--- src/sv/far_pkg.sv ---
// ----------------------------------------------------------------------------
// far_pkg
// types and constants for the fraction adder with gcd reduction
// ----------------------------------------------------------------------------
`timescale 1ns / 1ps

package far_pkg;

  localparam int IN_WIDTH  = 16;
  localparam int PW        = 2 * IN_WIDTH;
  localparam int SUM_NUM_W = 33;
  localparam int SUM_DEN_W = 31;
  localparam int CNT_W     = $clog2(PW);
  localparam int EXT_W     = (PW + 1 > SUM_NUM_W) ? PW + 1 : SUM_NUM_W;

  typedef struct packed {
    logic signed [IN_WIDTH-1:0] num_a;
    logic signed [IN_WIDTH-1:0] den_a;
    logic signed [IN_WIDTH-1:0] num_b;
    logic signed [IN_WIDTH-1:0] den_b;
  } far_in_t;

  typedef struct packed {
    logic signed [SUM_NUM_W-1:0] sum_num;
    logic [SUM_DEN_W-1:0]        sum_den;
    logic                        zero_denominator;
  } far_out_t;

  typedef enum logic [2:0] {
    ST_IDLE,
    ST_MUL,
    ST_ABS,
    ST_GCD_TWO,
    ST_GCD_RUN,
    ST_DIV_NUM,
    ST_DIV_DEN
  } far_state_t;

  typedef enum logic [1:0] {
    MUL_AD,
    MUL_CB,
    MUL_BD,
    MUL_END
  } far_mstep_t;

endpackage

--- src/sv/fraction_add_reduce.sv ---
// ----------------------------------------------------------------------------
// fraction_add_reduce
// adds two signed fractions and reduces the sum by a binary gcd
// a zero denominator is answered from idle with a flagged result;
// else multiply steps, abs, gcd steps, then numerator and denominator divides
// start is ignored while busy; one transfer at a time uses the shared divider
// sync reset clears the sequencer and done; busy is low after reset
// ----------------------------------------------------------------------------
`timescale 1ns / 1ps

module fraction_add_reduce import far_pkg::*; (
  input  logic     clk,
  input  logic     rst,
  input  logic     start,
  output logic     busy,
  input  far_in_t  operands,
  output logic     done,
  output far_out_t result
);

  far_state_t state, state_next;
  far_mstep_t mstep;

  far_in_t             item;
  logic signed [PW-1:0] mul_reg;
  logic signed [PW:0]   acc;
  logic [PW-1:0]        x;
  logic [PW-1:0]        y;
  logic [PW-1:0]        mag;
  logic [PW-1:0]        dmag;
  logic                 neg;
  logic [PW-1:0]        qnum;

  logic signed [IN_WIDTH-1:0] mul_op1;
  logic signed [IN_WIDTH-1:0] mul_op2;
  logic                       zero_in;
  logic [PW:0]                diff_xy;
  logic [PW:0]                diff_yx;
  logic [PW:0]                acc_abs;
  logic [PW-1:0]              den_abs;
  logic                       div_start;
  logic [PW-1:0]              div_dividend;
  logic                       div_done;
  logic [PW-1:0]              div_quot;
  logic [EXT_W-1:0]           num_ext;

  far_div u_div (
    .clk      (clk),
    .rst      (rst),
    .start    (div_start),
    .dividend (div_dividend),
    .divisor  (y),
    .done     (div_done),
    .quotient (div_quot)
  );

  assign zero_in = (operands.den_a == '0) || (operands.den_b == '0);
  assign diff_xy = {1'b0, x} - {1'b0, y};
  assign diff_yx = {1'b0, y} - {1'b0, x};
  assign acc_abs = acc[PW] ? -acc : acc;
  assign den_abs = mul_reg[PW-1] ? -mul_reg : mul_reg;
  assign num_ext = neg ? -EXT_W'(qnum) : EXT_W'(qnum);

  always_comb begin
    unique case (mstep)
      MUL_AD:  begin mul_op1 = item.num_a; mul_op2 = item.den_b; end
      MUL_CB:  begin mul_op1 = item.num_b; mul_op2 = item.den_a; end
      default: begin mul_op1 = item.den_a; mul_op2 = item.den_b; end
    endcase
  end

  always_comb begin
    state_next   = state;
    div_start    = 1'b0;
    div_dividend = mag;
    unique case (state)
      ST_IDLE: begin
        if (start && !zero_in) state_next = ST_MUL;
      end
      ST_MUL: begin
        if (mstep == MUL_END) state_next = ST_ABS;
      end
      ST_ABS: state_next = ST_GCD_TWO;
      ST_GCD_TWO: begin
        if (x == '0) begin
          state_next = ST_DIV_NUM;
          div_start  = 1'b1;
        end else if (x[0] || y[0]) begin
          state_next = ST_GCD_RUN;
        end
      end
      ST_GCD_RUN: begin
        if (x == '0) begin
          state_next = ST_DIV_NUM;
          div_start  = 1'b1;
        end
      end
      ST_DIV_NUM: begin
        if (div_done) begin
          state_next   = ST_DIV_DEN;
          div_start    = 1'b1;
          div_dividend = dmag;
        end
      end
      ST_DIV_DEN: begin
        if (div_done) state_next = ST_IDLE;
      end
      default: state_next = ST_IDLE;
    endcase
  end

  always_ff @(posedge clk) begin
    if (rst) begin
      state <= ST_IDLE;
    end else begin
      state <= state_next;
    end
  end

  always_ff @(posedge clk) begin
    if (rst) begin
      done <= 1'b0;
    end else begin
      done <= 1'b0;
      unique case (state)
        ST_IDLE: begin
          if (start) begin
            item  <= operands;
            mstep <= MUL_AD;
            if (zero_in) begin
              result <= '{sum_num: '0, sum_den: '0, zero_denominator: 1'b1};
              done   <= 1'b1;
            end
          end
        end
        ST_MUL: begin
          mul_reg <= mul_op1 * mul_op2;
          mstep   <= far_mstep_t'(mstep + 2'd1);
          unique case (mstep)
            MUL_AD:  acc <= '0;
            MUL_CB:  acc <= {mul_reg[PW-1], mul_reg};
            MUL_BD:  acc <= acc + {mul_reg[PW-1], mul_reg};
            default: acc <= acc;
          endcase
        end
        ST_ABS: begin
          x    <= acc_abs[PW-1:0];
          mag  <= acc_abs[PW-1:0];
          y    <= den_abs;
          dmag <= den_abs;
          neg  <= acc[PW] ^ mul_reg[PW-1];
        end
        ST_GCD_TWO: begin
          if (x != '0 && !x[0] && !y[0]) begin
            x    <= x >> 1;
            y    <= y >> 1;
            mag  <= mag >> 1;
            dmag <= dmag >> 1;
          end
        end
        ST_GCD_RUN: begin
          if (x == '0) begin
            x <= x;
          end else if (!x[0]) begin
            x <= x >> 1;
          end else if (!y[0]) begin
            y <= y >> 1;
          end else if (!diff_xy[PW]) begin
            x <= diff_xy[PW:1];
          end else begin
            y <= diff_yx[PW:1];
          end
        end
        ST_DIV_NUM: begin
          if (div_done) qnum <= div_quot;
        end
        ST_DIV_DEN: begin
          if (div_done) begin
            result <= '{sum_num: num_ext[SUM_NUM_W-1:0],
                        sum_den: SUM_DEN_W'(div_quot),
                        zero_denominator: 1'b0};
            done   <= 1'b1;
          end
        end
        default: begin
        end
      endcase
    end
  end

  assign busy = (state != ST_IDLE);

endmodule

--- src/sv/far_div.sv ---
// ----------------------------------------------------------------------------
// far_div
// restoring unsigned divider, one quotient bit per cycle
// ----------------------------------------------------------------------------
`timescale 1ns / 1ps

module far_div import far_pkg::*; (
  input  logic          clk,
  input  logic          rst,
  input  logic          start,
  input  logic [PW-1:0] dividend,
  input  logic [PW-1:0] divisor,
  output logic          done,
  output logic [PW-1:0] quotient
);

  logic             running;
  logic [CNT_W-1:0] cnt;
  logic [PW-1:0]    rem;
  logic [PW-1:0]    quot;
  logic [PW-1:0]    dvs;
  logic [PW:0]      trial;
  logic [PW:0]      diff;
  logic [PW-1:0]    rem_next;
  logic [PW-1:0]    quot_next;

  always_comb begin
    trial = {rem, quot[PW-1]};
    diff  = trial - {1'b0, dvs};
    if (diff[PW]) begin
      rem_next  = trial[PW-1:0];
      quot_next = {quot[PW-2:0], 1'b0};
    end else begin
      rem_next  = diff[PW-1:0];
      quot_next = {quot[PW-2:0], 1'b1};
    end
  end

  always_ff @(posedge clk) begin
    if (rst) begin
      running <= 1'b0;
      done    <= 1'b0;
    end else begin
      done <= 1'b0;
      if (start) begin
        running <= 1'b1;
        cnt     <= '0;
        rem     <= '0;
        quot    <= dividend;
        dvs     <= divisor;
      end else if (running) begin
        rem  <= rem_next;
        quot <= quot_next;
        cnt  <= cnt + 1'b1;
        if (cnt == CNT_W'(PW - 1)) begin
          running <= 1'b0;
          done    <= 1'b1;
        end
      end
    end
  end

  assign quotient = quot;

endmodule

--- config.mk ---
export PLATFORM = sky130hd
export DESIGN_NAME = fraction_add_reduce
export DESIGN_NICKNAME = d
export VERILOG_FILES = /design/src/sv/far_pkg.sv /design/src/sv/fraction_add_reduce.sv /design/src/sv/far_div.sv
export SDC_FILE = /design/constraint.sdc
export NUM_CORES = 2
export LEC_CHECK = 0
export ABC_AREA = 1
export BUFFER_PORTS_ARGS = -buffer_cell sky130_fd_sc_hd__buf_4
export CAP_MARGIN = 20
export CELL_PAD_IN_SITES_DETAIL_PLACEMENT = 1
export CELL_PAD_IN_SITES_GLOBAL_PLACEMENT = 1
export CORE_MARGIN = 2
export CORE_UTILIZATION = 48
export DETAILED_ROUTE_END_ITERATION = 10
export PLACE_DENSITY_LB_ADDON = 0.1
export SYNTH_ARGS = -nofsm -noshare
export SYNTH_HDL_FRONTEND = slang
export SYNTH_SLANG_ARGS = --single-unit
--- constraint.sdc ---
create_clock -name clk -period 8.14 [get_ports clk]
set_clock_uncertainty 0.05 [all_clocks]
set_input_delay 0.814 -clock clk [delete_from_list [all_inputs] [get_ports clk]]
set_output_delay 0.814 -clock clk [all_outputs]
set_load 0.05 [all_outputs]
==> summary.txt <==
outcome: finished clean
Avg Inst Size Synth: 7.798 sq um
met3 usage: 0.08229
final number of hold-violating endpoints: 0
total number of placement rows: 107
number of max-slew violations in the final report: 0
Data arrival, critical path: 8210 ps
area share of the leading cell type in the synthesized netlist: 0.3363
sequential share of the synthesized area: 0.3393
antenna violations before repair: 2
top achievable clock speed: 127.6 MHz
core area: 0.08475 sq mm
critical path endpoint category: flop
most heavily used metal layer in global routing: met2
unrepaired setup endpoints after global routing: false
crit path launch: mstep[1]$_SDFFCE_PN0P_
1st-pass router iterations: 5
die width: 295.9 um
initial drt markers: 3350
number of buffers created by CTS: 55
largest net degree at the start of global routing: 69
final routed wirelength across all metal layers: 154600 um
hold buffer count at cts: 0
Detail Route Antenna Nets: 0
yosys synthesis warning count: 0
post-route clock period utilization: 0.9631
syn nets: 5794
combined area of all synthesized cells: 0.04089 sq mm
total gr overflow: 0
WL/cell: 23.56 um
number of ports placed on the die boundary: 134
synthesis-to-finish area growth: 10.07%
worst setup path end: mul_reg[25]$_DFFE_PP_
count of final setup violators: 0
type of the worst setup path: flop to flop
global placement routability congestion: 0.9880
clock-pin slew reported for the worst setup and hold paths after clock tree synthesis: 60 ps
cells after synthesis: 5244
r2r worst-path depth: 25
Fin Setup TNS: 0 ps
DRC errors left: 0
number of global-route vias before repair: 37890
clk root buf: sky130_fd_sc_hd__clkbuf_16
Worst R2R Setup Slack: 300 ps
worst hold margin: 272.9 ps
number of synthesized flops with an enable pin: 458
sinks on the clock net: 464
headroom to the max-slew limit: 0.1468
register with the most flip-flops: result
Async S/R FF share, synth: 0
worst min path class: input port to flop
H-tree levels: 2
Total Die Area: 0.08754 sq mm
clock tree from TritonCTS: done
number of resized instances in the post-cts repair step: 0
wire length of the first global-routing pass: 231400 um
largest registers in the final layout: result (65), item (64), acc (33)
share of post-route cells with drive strength above 1: 0.06686
Req. time, crit path: 8510 ps
detailed placement HPWL: 125300 um
met1 routing resource usage after global routing: 0.4693
total number of vias: 37260
top area cells in the synthesized netlist: sky130_fd_sc_hd__edfxtp_1 (34%), sky130_fd_sc_hd__fa_1 (13%), sky130_fd_sc_hd__nand2_1 (12%), sky130_fd_sc_hd__inv_1 (8.7%), sky130_fd_sc_hd__ha_1 (6.6%)
most instantiated flip-flop cell in the synthesis netlist: sky130_fd_sc_hd__edfxtp_1
# nets final: 5918
number of flip-flops in the largest register: 65
maximum fanout count along the critical path: 39
startpoint of the worst-slack reg-to-reg timing path: mstep[1]$_SDFFCE_PN0P_
number of post-CTS setup repair buffers: 0
GRT met2 Usage: 0.5658
number of maximum-capacitance constraint violations: 0
most common cell after layout, fill and taps aside: sky130_fd_sc_hd__nand2_1
unique cell type count in the Yosys netlist: 54
mean number of vias per cell: 5.679
type of element launching the critical path: flop
launch point of the worst hold path: operands[60]
post-layout min period: 7840 ps
largest area contributor in the synthesized netlist: sky130_fd_sc_hd__edfxtp_1
most used cells in the layout excluding fill and tap cells: sky130_fd_sc_hd__nand2_1 (1308), sky130_fd_sc_hd__inv_1 (944), sky130_fd_sc_hd__nor2_1 (616), sky130_fd_sc_hd__edfxtp_1 (458), sky130_fd_sc_hd__nand3_1 (296)
register bit total from synthesis: 464
clock network latency to the later pin of the worst-skew pair: 670 ps
actual transition at the worst max-transition pin: 1266 ps
die height: 295.9 um
buffer levels on the longest clock path: 3
port buffer count: 133
starting density of the core: 0.4825
Critical R2R Capture: mul_reg[25]$_DFFE_PP_
global-route total usage across every layer: 0.3534
==> routing by layer <==
metal / routed length [um] / vias up
met1: 64410 / 18580
met4: 5924 / 4
met2: 70130 / 1437
met3: 14080 / 274
met5: 25 / -
li1: - / 16970
==> how the worst min path moves through the flow <==
| stage | endpoint | cells past startpoint |
|---|---|---|
| final | item[60]$_DFFE_PP_ | 1 |
| after global routing | item[61]$_DFFE_PP_ | 1 |
| after CTS | item[61]$_DFFE_PP_ | 1 |
| after detailed placement | qnum[5]$_DFFE_PP_ | 0 |
| after global placement | qnum[22]$_DFFE_PP_ | 0 |
| after floorplan | u_div.dvs[0]$_DFFE_PP_ | 0 |
==> critical path, stage by stage, from the launching register on <==
cell and delay, ps:
sky130_fd_sc_hd__edfxtp_1 430, sky130_fd_sc_hd__inv_1 110, sky130_fd_sc_hd__ha_2 640, sky130_fd_sc_hd__nand2_1 100, sky130_fd_sc_hd__o21ai_1 460, sky130_fd_sc_hd__inv_1 510
sky130_fd_sc_hd__nor2_1 370, sky130_fd_sc_hd__fa_1 460, sky130_fd_sc_hd__inv_1 70, sky130_fd_sc_hd__fa_1 430, sky130_fd_sc_hd__fa_1 510, sky130_fd_sc_hd__inv_1 50
sky130_fd_sc_hd__fa_1 470, sky130_fd_sc_hd__fa_1 530, sky130_fd_sc_hd__inv_1 60, sky130_fd_sc_hd__fa_1 480, sky130_fd_sc_hd__inv_1 40, sky130_fd_sc_hd__ha_1 350
sky130_fd_sc_hd__nand2_1 100, sky130_fd_sc_hd__inv_1 100, sky130_fd_sc_hd__nand2_1 90, sky130_fd_sc_hd__nor3_1 490, sky130_fd_sc_hd__nand3_1 160, sky130_fd_sc_hd__nand3_1 230
sky130_fd_sc_hd__a21oi_1 150, sky130_fd_sc_hd__xnor2_1 150
==> Yosys cell counts, drive strengths merged (55+ instances only) <==
cell type  count
edfxtp       458
nand4         58
a21oi        243
fa           266
nand2       1323
o21ai        268
buf           55
nor2         633
xor2          85
clkbuf        73
nand3        300
ha           217
inv          963
==> cell families (layout without fill, tap and decap cells) <==
group                      after synthesis  after routing  synth area share
and+or+nand+nor                       2416           2416            0.2429
buffers and inverters                 1095           1265            0.1032
AOI/OAI and AO/OA                      667            667           0.09241
adders and majority gates              483            483            0.1966
DFF                                    464            464            0.3393
xor gates and xnor gates               116            116           0.02485
muxes                                    3              3         0.0007649
other                                    0              3                 0
==> stage by stage <==
step | setup WS (ps) | std cells | cell area [sq um] | util
global placement | 282.8 | 6455 | 43280 | 0.5108
global route | 0.5667 | 6558 | 45000 | 0.5310
finish | 300.0 | 6561 | 45010 | 0.5311
floorplan | 1305 | 5244 | 40890 | -
detailed placement | 327.1 | 6455 | 43280 | 0.5108
CTS | 320.9 | 6558 | 45000 | 0.5310
==> cell type report <==
class | instances | area, sq um
clock inverters | 27 | 254.0
diodes | 3 | 7.507
fillers | 10580 | 39730
clock buffers | 76 | 1465
inverters | 967 | 3631
multi-input cells | 3685 | 22870
repair buffers | 195 | 1476
flip-flops and latches | 464 | 13870
well taps | 1144 | 1431
Power is not shown: default switching activity piles up to over one toggle a cycle in this logic, so the estimate is an artifact.
